### src/hw/rtl/rwlw_pkg.sv
`default_nettype none

package rwlw_pkg;

    // Sizes of the waiter lists and the ids they hold
    localparam int WAITER_SLOTS = 8;
    localparam int ID_BITS      = 16;
    localparam int LOCK_W       = 16;
    localparam int CNT_W        = $clog2(WAITER_SLOTS + 1);
    localparam int ADDR_W       = (WAITER_SLOTS > 1) ? $clog2(WAITER_SLOTS) : 1;

    // Lock state values
    localparam logic signed [LOCK_W-1:0] READERS_MAX = 16'sd32767;
    localparam logic signed [LOCK_W-1:0] WRITE_HELD  = -16'sd1;
    localparam logic signed [LOCK_W-1:0] LOCK_FREE   = 16'sd0;

    // Opcodes
    localparam logic [1:0] OP_READ_TRY    = 2'd0;
    localparam logic [1:0] OP_READ_UNLOCK = 2'd1;
    localparam logic [1:0] OP_WRITE_TRY   = 2'd2;
    localparam logic [1:0] OP_WRITE_UNLOCK = 2'd3;

    // Result status codes
    localparam logic [2:0] ST_GRANTED  = 3'd0;
    localparam logic [2:0] ST_QUEUED   = 3'd1;
    localparam logic [2:0] ST_RETRY    = 3'd2;
    localparam logic [2:0] ST_FULL     = 3'd3;
    localparam logic [2:0] ST_UNLOCKED = 3'd4;
    localparam logic [2:0] ST_MISUSE   = 3'd5;

    typedef struct packed {
        logic [2:0]               status;
        logic                     wake_valid;
        logic [ID_BITS-1:0]       wake_id;
        logic signed [LOCK_W-1:0] lock_after;
        logic                     last;
    } t_result;

    // One waiter list memory access: write port plus read address
    typedef struct packed {
        logic                we;
        logic [ADDR_W-1:0]   waddr;
        logic [ID_BITS-1:0]  wdata;
        logic [ADDR_W-1:0]   raddr;
    } t_ram_req;

endpackage

`default_nettype wire

### src/hw/rtl/rwlw_ram.sv
`default_nettype none

module rwlw_ram #(
    parameter int WIDTH = 16,
    parameter int DEPTH = 8,
    localparam int AW = (DEPTH > 1) ? $clog2(DEPTH) : 1
) (
    input  wire logic             i_clk,
    input  wire logic             i_we,
    input  wire logic [AW-1:0]    i_waddr,
    input  wire logic [WIDTH-1:0] i_wdata,
    input  wire logic [AW-1:0]    i_raddr,
    output logic      [WIDTH-1:0] o_rdata
);

    logic [WIDTH-1:0] r_mem [DEPTH];

    // One write port, one registered read port
    always_ff @(posedge i_clk) begin
        if (i_we) begin
            r_mem[i_waddr] <= i_wdata;
        end
        o_rdata <= r_mem[i_raddr];
    end

endmodule

`default_nettype wire

### src/hw/rtl/rwlw_ctrl.sv
`default_nettype none

module rwlw_ctrl (
    input  wire logic                          i_clk,
    input  wire logic                          i_rst_n,
    input  wire logic                          i_in_valid,
    output logic                               o_in_stall,
    input  wire logic [1:0]                    i_opcode,
    input  wire logic [rwlw_pkg::ID_BITS-1:0]  i_waiter_id,
    input  wire logic                          i_can_park,
    input  wire logic                          i_out_free,
    output logic                               o_res_valid,
    output rwlw_pkg::t_result                  o_res,
    output rwlw_pkg::t_ram_req                 o_rd_req,
    output rwlw_pkg::t_ram_req                 o_wr_req,
    input  wire logic [rwlw_pkg::ID_BITS-1:0]  i_rd_rdata,
    input  wire logic [rwlw_pkg::ID_BITS-1:0]  i_wr_rdata
);

    import rwlw_pkg::*;

    localparam logic S_IDLE = 1'b0;
    localparam logic S_EXEC = 1'b1;

    logic                     r_state, n_state;
    logic signed [LOCK_W-1:0] r_lock, n_lock;
    logic [CNT_W-1:0]         r_rcnt, n_rcnt;
    logic [CNT_W-1:0]         r_wcnt, n_wcnt;
    logic [CNT_W-1:0]         r_idx, n_idx;
    logic [1:0]               r_op;
    logic [ID_BITS-1:0]       r_id;
    logic                     r_park;

    logic                     can_wait;
    logic [CNT_W-1:0]         w_dec;
    logic [CNT_W-1:0]         idx_inc;
    logic                     rd_we, wr_we;

    assign o_in_stall = (r_state != S_IDLE);
    assign can_wait   = (r_id != '0) && r_park;
    assign w_dec      = r_wcnt - CNT_W'(1);
    assign idx_inc    = r_idx + CNT_W'(1);

    // Decide the result of the held request and the next state
    always_comb begin
        n_state  = r_state;
        n_lock   = r_lock;
        n_rcnt   = r_rcnt;
        n_wcnt   = r_wcnt;
        n_idx    = (r_state == S_IDLE) ? '0 : r_idx;
        rd_we    = 1'b0;
        wr_we    = 1'b0;
        o_res_valid       = 1'b0;
        o_res.status      = ST_UNLOCKED;
        o_res.wake_valid  = 1'b0;
        o_res.wake_id     = '0;
        o_res.last        = 1'b1;

        unique case (r_state)
            S_IDLE: begin
                if (i_in_valid) begin
                    n_state = S_EXEC;
                end
            end
            S_EXEC: begin
                if (i_out_free) begin
                    o_res_valid = 1'b1;
                    n_state     = S_IDLE;
                    case (r_op)
                        OP_READ_TRY: begin
                            if (r_lock >= 0 && r_lock != READERS_MAX) begin
                                n_lock       = r_lock + 16'sd1;
                                o_res.status = ST_GRANTED;
                            end else if (r_lock >= 0 || !can_wait) begin
                                o_res.status = ST_RETRY;
                            end else if (r_rcnt >= CNT_W'(WAITER_SLOTS)) begin
                                o_res.status = ST_FULL;
                            end else begin
                                rd_we        = 1'b1;
                                n_rcnt       = r_rcnt + CNT_W'(1);
                                o_res.status = ST_QUEUED;
                            end
                        end
                        OP_READ_UNLOCK: begin
                            if (r_lock <= 0) begin
                                o_res.status = ST_MISUSE;
                            end else begin
                                n_lock = r_lock - 16'sd1;
                                // last reader out wakes the newest writer
                                if (r_lock == 16'sd1 && r_wcnt != '0) begin
                                    n_wcnt           = w_dec;
                                    o_res.wake_valid = 1'b1;
                                    o_res.wake_id    = i_wr_rdata;
                                end
                            end
                        end
                        OP_WRITE_TRY: begin
                            if (r_lock == LOCK_FREE) begin
                                n_lock       = WRITE_HELD;
                                o_res.status = ST_GRANTED;
                            end else if (!can_wait) begin
                                o_res.status = ST_RETRY;
                            end else if (r_wcnt >= CNT_W'(WAITER_SLOTS)) begin
                                o_res.status = ST_FULL;
                            end else begin
                                wr_we        = 1'b1;
                                n_wcnt       = r_wcnt + CNT_W'(1);
                                o_res.status = ST_QUEUED;
                            end
                        end
                        default: begin
                            // write unlock: free, then wake readers in order, else the newest writer
                            n_lock = LOCK_FREE;
                            if (r_rcnt != '0) begin
                                o_res.wake_valid = 1'b1;
                                o_res.wake_id    = i_rd_rdata;
                                o_res.last       = (idx_inc == r_rcnt);
                                if (idx_inc == r_rcnt) begin
                                    n_rcnt = '0;
                                end else begin
                                    n_idx   = idx_inc;
                                    n_state = S_EXEC;
                                end
                            end else if (r_wcnt != '0) begin
                                n_wcnt           = w_dec;
                                o_res.wake_valid = 1'b1;
                                o_res.wake_id    = i_wr_rdata;
                            end
                        end
                    endcase
                end
            end
            default: begin
                n_state = S_IDLE;
            end
        endcase

        o_res.lock_after = n_lock;
    end

    // Reader list: append at the count, sweep from the head
    assign o_rd_req.we    = rd_we;
    assign o_rd_req.waddr = r_rcnt[ADDR_W-1:0];
    assign o_rd_req.wdata = r_id;
    assign o_rd_req.raddr = n_idx[ADDR_W-1:0];

    // Writer list: push at the count, pop the newest
    assign o_wr_req.we    = wr_we;
    assign o_wr_req.waddr = r_wcnt[ADDR_W-1:0];
    assign o_wr_req.wdata = r_id;
    assign o_wr_req.raddr = (r_wcnt == '0) ? '0 : w_dec[ADDR_W-1:0];

    // Control state
    always_ff @(posedge i_clk) begin
        if (!i_rst_n) begin
            r_state <= S_IDLE;
            r_lock  <= LOCK_FREE;
            r_rcnt  <= '0;
            r_wcnt  <= '0;
            r_idx   <= '0;
        end else begin
            r_state <= n_state;
            r_lock  <= n_lock;
            r_rcnt  <= n_rcnt;
            r_wcnt  <= n_wcnt;
            r_idx   <= n_idx;
        end
    end

    // Request capture on transfer
    always_ff @(posedge i_clk) begin
        if (i_in_valid && !o_in_stall) begin
            r_op   <= i_opcode;
            r_id   <= i_waiter_id;
            r_park <= i_can_park;
        end
    end

endmodule

`default_nettype wire

### src/hw/rtl/rwlw_outreg.sv
`default_nettype none

module rwlw_outreg (
    input  wire logic                                i_clk,
    input  wire logic                                i_rst_n,
    input  wire logic                                i_load,
    input  wire rwlw_pkg::t_result                   i_res,
    output logic                                     o_free,
    output logic                                     o_out_valid,
    input  wire logic                                i_out_stall,
    output logic [2:0]                               o_status,
    output logic                                     o_wake_valid,
    output logic [rwlw_pkg::ID_BITS-1:0]             o_wake_id,
    output logic signed [rwlw_pkg::LOCK_W-1:0]       o_lock_state_after,
    output logic                                     o_last
);

    import rwlw_pkg::*;

    logic    r_valid;
    t_result r_res;

    // Slot is free when empty or being drained this cycle
    assign o_free = !r_valid || !i_out_stall;

    always_ff @(posedge i_clk) begin
        if (!i_rst_n) begin
            r_valid <= 1'b0;
        end else if (o_free) begin
            r_valid <= i_load;
        end
    end

    always_ff @(posedge i_clk) begin
        if (o_free && i_load) begin
            r_res <= i_res;
        end
    end

    assign o_out_valid        = r_valid;
    assign o_status           = r_res.status;
    assign o_wake_valid       = r_res.wake_valid;
    assign o_wake_id          = r_res.wake_id;
    assign o_lock_state_after = r_res.lock_after;
    assign o_last             = r_res.last;

endmodule

`default_nettype wire

### src/hw/rtl/reader_writer_lock_waiters_top.sv
// Channel   Direction  Handshake               Payload
// in        input      i_in_valid / o_in_stall  i_opcode, i_waiter_id, i_can_park
// out       output     o_out_valid / i_out_stall o_status, o_wake_valid, o_wake_id,
//                                               o_lock_state_after, o_last
//
// A request is captured in the idle state, which addresses the waiter list RAMs;
// the exec state acts on the registered read data. A write unlock with N queued
// readers wakes one per cycle from the reader list RAM while the output register
// is free. Reset clears the lock to free and both list counts to zero; no
// clearing pass. A stalled output holds its result; processing waits while the
// output register stays full, and new requests are stalled until the last result.
`default_nettype none

module reader_writer_lock_waiters_top (
    input  wire logic                                i_clk,
    input  wire logic                                i_rst_n,
    input  wire logic                                i_in_valid,
    output logic                                     o_in_stall,
    input  wire logic [1:0]                          i_opcode,
    input  wire logic [rwlw_pkg::ID_BITS-1:0]        i_waiter_id,
    input  wire logic                                i_can_park,
    output logic                                     o_out_valid,
    input  wire logic                                i_out_stall,
    output logic [2:0]                               o_status,
    output logic                                     o_wake_valid,
    output logic [rwlw_pkg::ID_BITS-1:0]             o_wake_id,
    output logic signed [rwlw_pkg::LOCK_W-1:0]       o_lock_state_after,
    output logic                                     o_last
);

    import rwlw_pkg::*;

    logic               out_free;
    logic               res_valid;
    t_result            res;
    t_ram_req           rd_req;
    t_ram_req           wr_req;
    logic [ID_BITS-1:0] rd_rdata;
    logic [ID_BITS-1:0] wr_rdata;

    // Lock sequencer
    rwlw_ctrl u_ctrl (
        .i_clk       (i_clk),
        .i_rst_n     (i_rst_n),
        .i_in_valid  (i_in_valid),
        .o_in_stall  (o_in_stall),
        .i_opcode    (i_opcode),
        .i_waiter_id (i_waiter_id),
        .i_can_park  (i_can_park),
        .i_out_free  (out_free),
        .o_res_valid (res_valid),
        .o_res       (res),
        .o_rd_req    (rd_req),
        .o_wr_req    (wr_req),
        .i_rd_rdata  (rd_rdata),
        .i_wr_rdata  (wr_rdata)
    );

    // Reader waiter list
    rwlw_ram #(
        .WIDTH (ID_BITS),
        .DEPTH (WAITER_SLOTS)
    ) u_rd_list (
        .i_clk   (i_clk),
        .i_we    (rd_req.we),
        .i_waddr (rd_req.waddr),
        .i_wdata (rd_req.wdata),
        .i_raddr (rd_req.raddr),
        .o_rdata (rd_rdata)
    );

    // Writer waiter list
    rwlw_ram #(
        .WIDTH (ID_BITS),
        .DEPTH (WAITER_SLOTS)
    ) u_wr_list (
        .i_clk   (i_clk),
        .i_we    (wr_req.we),
        .i_waddr (wr_req.waddr),
        .i_wdata (wr_req.wdata),
        .i_raddr (wr_req.raddr),
        .o_rdata (wr_rdata)
    );

    // Result register
    rwlw_outreg u_outreg (
        .i_clk              (i_clk),
        .i_rst_n            (i_rst_n),
        .i_load             (res_valid),
        .i_res              (res),
        .o_free             (out_free),
        .o_out_valid        (o_out_valid),
        .i_out_stall        (i_out_stall),
        .o_status           (o_status),
        .o_wake_valid       (o_wake_valid),
        .o_wake_id          (o_wake_id),
        .o_lock_state_after (o_lock_state_after),
        .o_last             (o_last)
    );

`ifndef SYNTHESIS
    // An accepted request blocks the input until its work is done
    a_busy_after_accept: assert property (@(posedge i_clk) disable iff (!i_rst_n)
        (i_in_valid && !o_in_stall) |=> o_in_stall)
        else $error("input not stalled after request transfer");

    // Misuse, refusals and queued requests never wake anyone
    a_no_wake_on_refusal: assert property (@(posedge i_clk) disable iff (!i_rst_n)
        (o_out_valid && (o_status == ST_MISUSE || o_status == ST_RETRY ||
                         o_status == ST_FULL || o_status == ST_QUEUED))
        |-> !o_wake_valid)
        else $error("wake on refused request");

    // A grant leaves the lock held
    a_grant_holds_lock: assert property (@(posedge i_clk) disable iff (!i_rst_n)
        (o_out_valid && o_status == ST_GRANTED) |-> (o_lock_state_after != LOCK_FREE))
        else $error("grant left lock free");

    // Every wake result leaves the lock non-writer
    a_wake_state: assert property (@(posedge i_clk) disable iff (!i_rst_n)
        (o_out_valid && o_wake_valid) |->
        (o_status == ST_UNLOCKED && o_lock_state_after == LOCK_FREE))
        else $error("wake with lock still held");
`endif

endmodule

`default_nettype wire
### config.mk
export PLATFORM = sky130hd
export DESIGN_NAME = reader_writer_lock_waiters_top
export DESIGN_NICKNAME = d
export VERILOG_FILES = /design/src/hw/rtl/rwlw_pkg.sv /design/src/hw/rtl/rwlw_ram.sv /design/src/hw/rtl/rwlw_ctrl.sv /design/src/hw/rtl/rwlw_outreg.sv /design/src/hw/rtl/reader_writer_lock_waiters_top.sv
export SDC_FILE = /design/constraint.sdc
export NUM_CORES = 1
export LEC_CHECK = 0
export ABC_AREA = 1
export ABC_CLOCK_PERIOD_IN_PS = 4100
export BUFFER_PORTS_ARGS = -buffer_cell sky130_fd_sc_hd__buf_2
export CORE_MARGIN = 2
export CORE_UTILIZATION = 56
export CTS_CLUSTER_SIZE = 14
export DETAILED_ROUTE_END_ITERATION = 12
export MAX_ROUTING_LAYER = met4
export PLACE_DENSITY = 0.77
export SYNTH_ARGS = -nofsm -noshare
export SYNTH_HDL_FRONTEND = slang
export SYNTH_SLANG_ARGS = --single-unit
export TNS_END_PERCENT = 5
### constraint.sdc
create_clock -name i_clk -period 4.1 [get_ports i_clk]
set_input_delay 0.41 -clock i_clk [delete_from_list [all_inputs] [get_ports i_clk]]
set_output_delay 0.41 -clock i_clk [all_outputs]
set_load 0.01 [all_outputs]
==> flow_metrics.env <==
export IMPL_ys_ff_latch=374
export IMPL_final_max_slew_viol_count=0
export IMPL_maxCapViolCount=0
export IMPL_syn_area_um2=17100
export IMPL_htree_levels=2
export IMPL_dieArea_um2=31900
export IMPL_final_nets=1712
export IMPL_vias_per_cell=5.84
export IMPL_core_um2=29900
export IMPL_antenna_cells=0
export IMPL_ant_nets=0
export IMPL_holdBufCountCts=0
export IMPL_setup_viol=0
export IMPL_utilization=0.635
export IMPL_hpwl_um=25300
export IMPL_hold_viol=0
export IMPL_setup_ws_ns=0.831
export IMPL_tightestPinTransition_ns=1.08
export IMPL_powerDensity_nw_per_um2=488
export IMPL_initial_core_util=0.572
export IMPL_drt_wl_total_um=42400
export IMPL_grt_max_degree=65
export IMPL_fin_crit_sh=0.797
export IMPL_period_needed_ns=3.27
export IMPL_place_ws_ns=0.913
export IMPL_syn_inst=1636
export IMPL_final_cell_mix="nand2_1 (370), edfxtp_1 (312), inv_1 (186)"
export IMPL_ir_drop_mv=0.369
export IMPL_p_leak_nw=7.63
export IMPL_grt_use_total=0.281
export IMPL_rows=63
export IMPL_ys_warn_count=0
export IMPL_clk_latency_ns=0.56
export IMPL_cts_post_setup_buffers_inserted=0
export IMPL_cts_tree="yes"
export IMPL_drt_pass1_iterations=6
export IMPL_ys_seq_area_frac=0.621
export IMPL_clockBufferDepth=3
export IMPL_root_buffer="clkbuf_16"
export IMPL_finalPower_mw=9.26
export IMPL_antenna_found_initial=0
export IMPL_timing_fmax_ghz=0.306
export IMPL_drive_gt1_frac=0.147
export IMPL_area_growth_pct=11.1
export IMPL_drt_iter0_markers=1440
export IMPL_synthArstFlopShare=0
export IMPL_grt_ovfl_total=0
export IMPL_synth_fp_nets=1672
export IMPL_synthFlopType="edfxtp_1"
export IMPL_crit_type="flip-flop to flip-flop"
export IMPL_hp_class="input pin to flip-flop"
export IMPL_vias=12300
export IMPL_synth_edf_count=312
export IMPL_rsz0062_at_grt="false"
export IMPL_io_pins=62
export IMPL_grt_pass1_wl_um=66200
export IMPL_clkSlewWorstSetupHoldPaths_ns=0.06
export IMPL_relSlewSlack=0.281
export IMPL_start_kind="flip-flop"
export IMPL_syn_area_per_cell_um2=10.4
export IMPL_final_common_cell="nand2_1"
export IMPL_outcome="completed"
export IMPL_io_buffers=61
export IMPL_die_y_um=179
export IMPL_fin_setup_tns_ns=0
export IMPL_grt_pass1_vias=11900
export IMPL_worstPathRequired_ns=4.51
export IMPL_endpoint_kind="flip-flop"
export IMPL_cts_buffers=39
export IMPL_cts_resized_gates=0
export IMPL_synth_distinct_cells=47
export IMPL_hold_slack_ns=0.0247
export IMPL_finClkSkew_ns=0.0215
export IMPL_crit_fanout=59
export IMPL_routabilityCongestion=0.942
export IMPL_die_w_um=179
export IMPL_arrival_ns=3.67
export IMPL_wl_per_cell_um=20.2
export IMPL_cts_sinks=374
export IMPL_remaining_drc_errors=0
layout make-up:
class	count	area, um^2
fillers	2276	10900
well taps	390	488
multi-input cells	960	5160
repair buffers	97	601
clock inverters	21	304
flip-flops and latches	374	10600
clock buffers	51	1040
inverters	204	773
worst paths after layout:
| kind | to | cells past startpoint | slack [ns] | start |
|---|---|---|---|---|
| hold reg to reg | u_ctrl.r_idx[3] | 2 | 0.53 | u_ctrl.r_idx[3] |
| setup reg to reg | u_wr_list.o_rdata[2] | 11 | 0.83 | u_ctrl.r_wcnt[0] |
| setup / recovery | u_wr_list.o_rdata[2] | 11 | 0.83 | u_ctrl.r_wcnt[0] |
| hold / removal | u_ctrl.r_id[4] | 1 | 0.02 | i_waiter_id[4] |
synth_stat cells, types with 2 or more instances:
cell type,n,area share
nand2_2,15,0.0055
o21ai_0,48,0.014
a31oi_1,16,0.0059
nor2_1,82,0.018
buf_2,26,0.0076
a21oi_2,9,0.0046
xnor2_1,3,0.0015
o211ai_1,31,0.014
inv_1,186,0.041
buf_4,14,0.0062
a22o_1,16,0.0082
nand4_1,86,0.031
o221ai_1,16,0.0082
nand2_4,2,0.0013
buf_6,18,0.012
nand3_1,113,0.033
nand3_2,16,0.0094
inv_4,3,0.0011
inv_2,15,0.0033
ha_1,13,0.0095
nor2_4,10,0.0066
nand2_1,370,0.081
edfxtp_1,312,0.55
nor2_2,6,0.0022
clkbuf_1,34,0.0075
nor3_1,22,0.0064
o21ai_1,3,0.00088
nand3_4,2,0.0021
buf_1,4,0.00088
dfxtp_1,62,0.073
a21oi_1,49,0.014
xor2_1,18,0.0092
nand3b_1,2,0.00088
registers in the layout (all words and copies together) (netlist names), 2 cells and up:
register,count
u_outreg.o_wake_id,16
u_ctrl.r_op,2
u_wr_list.o_rdata,16
u_ctrl.r_id,16
u_ctrl.r_idx,4
u_ctrl.r_rcnt,4
u_outreg.o_status,3
u_ctrl.r_lock,16
u_wr_list.r_mem,128
u_rd_list.o_rdata,16
u_ctrl.r_wcnt,4
u_rd_list.r_mem,128
u_outreg.o_lock_state_after,16
metal layers:
metal | track usage | share of wire | vias to the layer above
met5 | - | 0 | -
met4 | 0.117 | 0.041 | 0
met3 | 0.0447 | 0.085 | 116
met2 | 0.452 | 0.48 | 592
met1 | 0.357 | 0.39 | 5844
li1 | - | - | 5703
logic make-up (layout without fill, tap and decap cells):
kind of cell,count (synthesis),in the layout,synth area share
adder cells (fa/ha/maj),13,13,0.00952
AO/OA/AOI/OAI,193,193,0.0735
XOR/XNOR,23,23,0.0127
AND/OR/NAND/NOR,731,731,0.202
buffers and inverters,302,373,0.0812
flip-flops,374,374,0.621
through the flow:
step / instances / instance area, um^2
3_3_place_gp: 2025 / 17600
4_1_cts: 2097 / 19000
5_1_grt: 2097 / 19000
2_1_floorplan: 1636 / 17100
6_report: 2097 / 19000
3_5_place_dp: 2025 / 17600
critical path, stage by stage (launching register included):
cell and delay [ns]:
dfxtp_1 0.41, inv_2 0.33, ha_1 0.38, nand2_1 0.13, nor2_4 0.07, nor2_2 0.63
inv_2 0.37, buf_12 0.31, nand2_1 0.09, nand4_1 0.09, a21oi_1 0.24, a31oi_1 0.07
power breakdown:
part / internal (mW) / leakage, nW / switching (mW)
clock network: 2.25 / 0.654 / 1.48
registers: 4.26 / 3.35 / 0.172
logic: 0.350 / 3.62 / 0.752
total: 6.86 / 7.63 / 2.40
(Power assumes the default switching activity.)
